==> config.mk <==
export PLATFORM = sky130hd
export DESIGN_NAME = eah_scan
export DESIGN_NICKNAME = d
export VERILOG_FILES = /design/src/hdl/eah_pkg.sv /design/src/hdl/eah_scan.sv
export SDC_FILE = /design/constraint.sdc
export NUM_CORES = 1
export LEC_CHECK = 0
export BUFFER_PORTS_ARGS = -buffer_cell sky130_fd_sc_hd__buf_2
export CORE_UTILIZATION = 61
export DETAILED_ROUTE_END_ITERATION = 10
export GPL_TIMING_DRIVEN = 0
export PLACE_DENSITY_LB_ADDON = 0.05
export SLEW_MARGIN = 15
export SYNTH_ARGS = -nofsm -noshare
export SYNTH_HDL_FRONTEND = slang
export SYNTH_SLANG_ARGS = --single-unit
export TNS_END_PERCENT = 20
==> constraint.sdc <==
create_clock -name clock -period 12.3 [get_ports clock]
set_input_delay 0.615 -clock clock [delete_from_list [all_inputs] [get_ports clock]]
set_output_delay 0.615 -clock clock [all_outputs]
set_load 0.05 [all_outputs]
==> src/hdl/eah_pkg.sv <==
package eah_pkg;

   // Table geometry.
   localparam int MAX_LAYERS  = 64;
   localparam int MAX_EXPERTS = 256;
   localparam int WORD_W      = 64;

   localparam int LAYER_W  = $clog2(MAX_LAYERS);
   localparam int EXPERT_W = $clog2(MAX_EXPERTS);
   localparam int BIT_W    = $clog2(WORD_W);
   localparam int WSEL_W   = EXPERT_W - BIT_W;
   localparam int ROW_W    = LAYER_W + WSEL_W;
   localparam int DEPTH    = 1 << ROW_W;

   // Counts that must be able to hold the maximum itself.
   localparam int LCNT_W   = $clog2(MAX_LAYERS + 1);
   localparam int ECNT_W   = $clog2(MAX_EXPERTS + 1);
   localparam int ROWCNT_W = LCNT_W + WSEL_W;
   localparam int POP_W    = $clog2(WORD_W + 1);
   localparam int BYTES    = WORD_W / 8;

   // Result field widths.
   localparam int TOTAL_W = 64;
   localparam int SUM_W   = 15;

   // Control and status registers.
   localparam int CSR_IDX_W  = 1;
   localparam int CSR_DATA_W = 9;
   localparam logic [CSR_IDX_W-1:0] CSR_ACTIVE_LAYERS  = 1'd0;
   localparam logic [CSR_IDX_W-1:0] CSR_ACTIVE_EXPERTS = 1'd1;
   localparam logic [LCNT_W-1:0] ACTIVE_LAYERS_RST  = LCNT_W'(64);
   localparam logic [ECNT_W-1:0] ACTIVE_EXPERTS_RST = ECNT_W'(256);

   // Word kinds.
   localparam logic KIND_RECORD = 1'b0;
   localparam logic KIND_REPORT = 1'b1;

   typedef logic [ROW_W-1:0]  row_type;
   typedef logic [WORD_W-1:0] word_type;

   typedef struct packed {
      logic              valid;
      logic              last_word;
      logic              final_row;
      logic [WSEL_W-1:0] word_sel;
   } scan_tag_type;

   typedef struct packed {
      logic              seen;
      logic [ECNT_W-1:0] lo;
      logic [ECNT_W-1:0] hi;
      logic [SUM_W-1:0]  total;
      logic [SUM_W-1:0]  slots;
   } scan_sum_type;

   // Population count as per-byte counts followed by a sum of the bytes.
   function automatic logic [POP_W-1:0] popcount_word(input word_type w);
      logic [3:0]       byte_cnt [BYTES];
      logic [POP_W-1:0] sum;
      for (int b = 0; b < BYTES; b++) begin
         byte_cnt[b] = '0;
         for (int i = 0; i < 8; i++) begin
            byte_cnt[b] = byte_cnt[b] + 4'(w[8*b+i]);
         end
      end
      sum = '0;
      for (int b = 0; b < BYTES; b++) begin
         sum = sum + POP_W'(byte_cnt[b]);
      end
      return sum;
   endfunction

endpackage

==> src/hdl/eah_scan.sv <==
module eah_scan (
   input  logic                        clock,
   input  logic                        reset,
   input  logic                        start,
   input  logic [eah_pkg::ECNT_W-1:0]  ne,
   input  eah_pkg::scan_tag_type       tag,
   input  eah_pkg::word_type           data,
   output logic                        done,
   output eah_pkg::scan_sum_type       sum
);
   import eah_pkg::*;

   word_type          mask;
   logic              s1_valid_ff;
   logic              s1_first_ff;
   logic              s1_last_ff;
   logic              s1_final_ff;
   logic [POP_W-1:0]  s1_pop_ff;
   logic [ECNT_W-1:0] layer_acc_ff;
   logic [ECNT_W-1:0] layer_acc_in;
   logic              s2_valid_ff;
   logic              s2_final_ff;
   logic              done_ff;
   scan_sum_type      sum_ff;
   scan_sum_type      sum_in;

   // Experts at or above the active count do not take part.
   always_comb begin
      for (int i = 0; i < WORD_W; i++) begin
         mask[i] = ECNT_W'({tag.word_sel, BIT_W'(i)}) < ne;
      end
   end

   always_ff @(posedge clock) begin
      if (reset) begin
         s1_valid_ff <= 1'b0;
         s2_valid_ff <= 1'b0;
         s2_final_ff <= 1'b0;
      end else begin
         s1_valid_ff <= tag.valid;
         s2_valid_ff <= s1_valid_ff && s1_last_ff;
         s2_final_ff <= s1_valid_ff && s1_final_ff;
      end
      s1_first_ff <= tag.word_sel == '0;
      s1_last_ff  <= tag.last_word;
      s1_final_ff <= tag.final_row;
      s1_pop_ff   <= popcount_word(data & mask);
      if (s1_valid_ff) begin
         layer_acc_ff <= layer_acc_in;
      end
   end

   assign layer_acc_in = (s1_first_ff ? '0 : layer_acc_ff) + ECNT_W'(s1_pop_ff);

   always_comb begin
      sum_in = sum_ff;
      if (start) begin
         sum_in = '0;
      end else if (s2_valid_ff && layer_acc_ff != '0) begin
         if (!sum_ff.seen || layer_acc_ff < sum_ff.lo) begin
            sum_in.lo = layer_acc_ff;
         end
         if (!sum_ff.seen || layer_acc_ff > sum_ff.hi) begin
            sum_in.hi = layer_acc_ff;
         end
         sum_in.seen  = 1'b1;
         sum_in.total = sum_ff.total + SUM_W'(layer_acc_ff);
         sum_in.slots = sum_ff.slots + SUM_W'(ne);
      end
   end

   always_ff @(posedge clock) begin
      if (reset) begin
         sum_ff  <= '0;
         done_ff <= 1'b0;
      end else begin
         sum_ff  <= sum_in;
         done_ff <= s2_valid_ff && s2_final_ff;
      end
   end

   assign done = done_ff;
   assign sum  = sum_ff;

endmodule

==> results.md <==
* Status: completed
* Final RePlAce weighted congestion at 0.9820
* Setup bufs post-CTS at 0
* Routed length per instance at 18.60 microns
* Die height at 106.3 microns
* Synth Cell Area at 6633 sq um
* Max stage delay cell, worst path: fa_1
* Yosys reg bits at 72
* Layout cells sized above 1 at 0.1767
* Req. time, crit path at 12560 ps
* Delay-heaviest family, CP: adder cells
* Yosys top cell by area: dfxtp_1
* HP Class: primary input to flop
* Sink Count at 72
* Syn Inst Count at about 770
* Top area cells in the synthesized netlist: dfxtp_1 19%, fa_1 17%, ha_1 11%
* Final setup vio count at 0
* Clock slew at reported path FFs at 90 ps
* Antenna violations before repair at 0
* Setup tns final at 0 ps
* Number of global-route vias before repair at 6550
* H-Tree Depth at 3
* Maximum root-to-sink buffer count at 2
* Post-synth ARST share at 0
* WL final at 19470 microns
* Fin. max-slew vios at 0
* Worst setup margin at 4345 ps
* Crit. End Element: flop
* Pwr dens at 355.2 nW/um^2
* DR vias at about 6400
* Area delta synth->final at 15.17%
* Vias per cell at 6.127
* Final Hold Fails at 0
* Inserted Clock Buffers at 9
* Iteration-0 DRC Markers at 553
* Register area share after synthesis at 0.2309
* Hpwl dp at 15660 microns
* Fmax at 125.7 MHz
* Row count at 37
* Tot Pwr at 2713 uW
* Post-synth EDFFs at 9
* YS warnings at 0
* Max incr delay on CP at 560 ps
* R2R cell count at 10
* Most Frequent Cell on Critical Path: fa_1
* Part of the cycle the worst path needs at 0.6467
* Die Area at about 11000 sq um
* R2r setup slk at 9520 ps
* GR Overflow Total at 0
* Slew margin rel. at 0.3986
* CORE AREA at 10420 sq um
* NumNets Final at 1104
* Antenna Violating Nets Remaining at 0
* Syn Nets at 963
* Startpoint types: primary input
* TritonCTS clock tree: done
* Slew @ Worst Pin at 899.9 ps
* Clk Latency, worst-skew pair at 370 ps
* Clock Skew at 15.37 ps
* Post-Place Setup Slack at 4039 ps
* Minimum clock period at around 8000 ps
* Worst EP arrival at 8220 ps
* CP startpoint: ne[7]
* Antenna Cells at 0
* # IOs at 131
* RSZ-0062 raised after global routing: false
* Global-route usage over all layers at 0.3566
* DRT Pass-1 Iters at 5
* Starting Density at 0.6368
* End point of the critical path: s1_pop_ff[6]
* Port bufs at 130
* Maximum vdd drop at 1097 uV
* Remaining DRCs at 0
* Synth unique cells at 59
* CP max FO at 10
* Critical R2R Launch: layer_acc_ff[0]
* Primary FF master, synth: dfxtp_1
* CTS Hold Bufs at 0
* Root Driver: clkbuf_8
* First-pass GRT wire length at 30850 microns
* Post-CTS resize count at 0
* Critical R2R Capture: layer_acc_ff[8]
* Leak at 0.003580 uW
* Largest net degree at the start of global routing at 16
* Critical Path Stages at 28
* CP bufs+invs at 9
* Die X at about 110 microns
* Synth top area share at 0.1902
* Syn Area/Cell at 8.670 sq um
* Max-cap violations at 0
* Crit Path Category: primary input to flop
-- cells in the mapped netlist, drive strengths merged (4+ instances only) --
library cell,number
a21oi,54
edfxtp,9
nand2,84
xnor2,6
o211ai,21
nand3,21
and3,9
o41ai,5
o211a,5
nor2,38
xor2,4
nand2b,6
buf,6
nor2b,16
o31a,4
mux2i,21
nor3,12
a211oi,10
and4,4
o21ai,46
o21a,10
and2,5
fa,57
dfxtp,63
or3,15
o21bai,4
a21o,12
ha,60
inv,94
clkbuf,21
-- final cells by class --
type                            count  area [sq um]
Multi-Input combinational cell    572          4614
Fill cell                         814          2778
Sequential cell                    72          1531
Timing Repair Buffer              130         650.6
Inverter                           94         352.8
Tap cell                          136         170.2
Buffer                             27         133.9
Clock buffer                        9         123.9
Clock inverter                      7         61.31
-- where the power goes --
| group | switching (uW) | internal (uW) | total [uW] |
|---|---|---|---|
| clock | 104 | 77.4 | 182 |
| combinational | 1190 | 995 | 2190 |
| sequential | 27.5 | 318 | 346 |
| total | 1320 | 1390 | 2710 |
-- flip-flops by register name (all words and copies together) (netlist names) --
signal and flops:
layer_acc_ff 9, s1_last_ff 1, s2_valid_ff 1, s1_final_ff 1
s1_pop_ff 7, s1_first_ff 1, done 1, sum 49
s1_valid_ff 1, s2_final_ff 1
-- stage by stage --
stage            util  hold slack [ps]  area, sq um  instances
4_1_cts        0.7333            328.6         7639       1047
5_1_grt        0.7333            332.0         7639       1047
3_3_place_gp   0.7156            410.3         7453       1031
3_5_place_dp   0.7156            422.2         7453       1031
6_report       0.7333            341.3         7639       1047
2_1_floorplan       -            403.8         6633        765
-- placed cells by master (no fill, tap or decap), types with 10 or more instances in the layout --
cell type  instances
a211oi_1          10
a21o_1            12
a21oi_1           54
buf_2            132
clkbuf_1          21
dfxtp_1           63
fa_1              57
ha_1              60
inv_1             94
mux2i_1           21
nand2_1           84
nand3_1           21
nor2_1            38
nor2b_1           16
nor3_1            12
o211ai_1          21
o21a_1            10
o21ai_0           45
or3_1             15
-- worst register-to-register path, stage by stage (launching register included) --
cell and delay [ps]:
edfxtp_1 540, inv_1 140, nor2_1 140, ha_1 200, inv_1 70, fa_1 410
nor2b_1 180, o21a_1 180, o21ai_0 110, a21oi_1 200, mux2_2 370
-- routing by layer --
layer  vias up  GRT usage  share of wire
met3        80    0.08338          0.082
li1       2957          -              -
met2       352     0.6085           0.49
met5         -          0              0
met4         0     0.2143          0.051
met1      3026     0.4047           0.38
-- cells by family (layout without fill, tap and decap cells) --
logic type	count (synthesis)	in the layout	share of synthesized area
AND/OR/NAND/NOR	226	226	0.1653
AO/OA/AOI/OAI	197	197	0.1986
buffers and inverters	121	267	0.07338
adder cells (fa/ha/maj)	117	117	0.2852
flip-flops	72	72	0.2309
multiplexers	22	22	0.03339
XOR/XNOR	10	10	0.01320
-- worst min-delay path by stage --
stage	startpoint	depth (start not counted)	slack (ps)	to
CTS	tag[3]	1	330	s1_last_ff
floorplan	s2_final_ff	2	400	done
finish	tag[3]	1	340	s1_last_ff
global placement	s2_final_ff	2	410	done
detailed placement	s2_final_ff	2	420	done
global route	tag[3]	1	330	s1_last_ff
No activity file was read; power rests on OpenSTA's default activity.
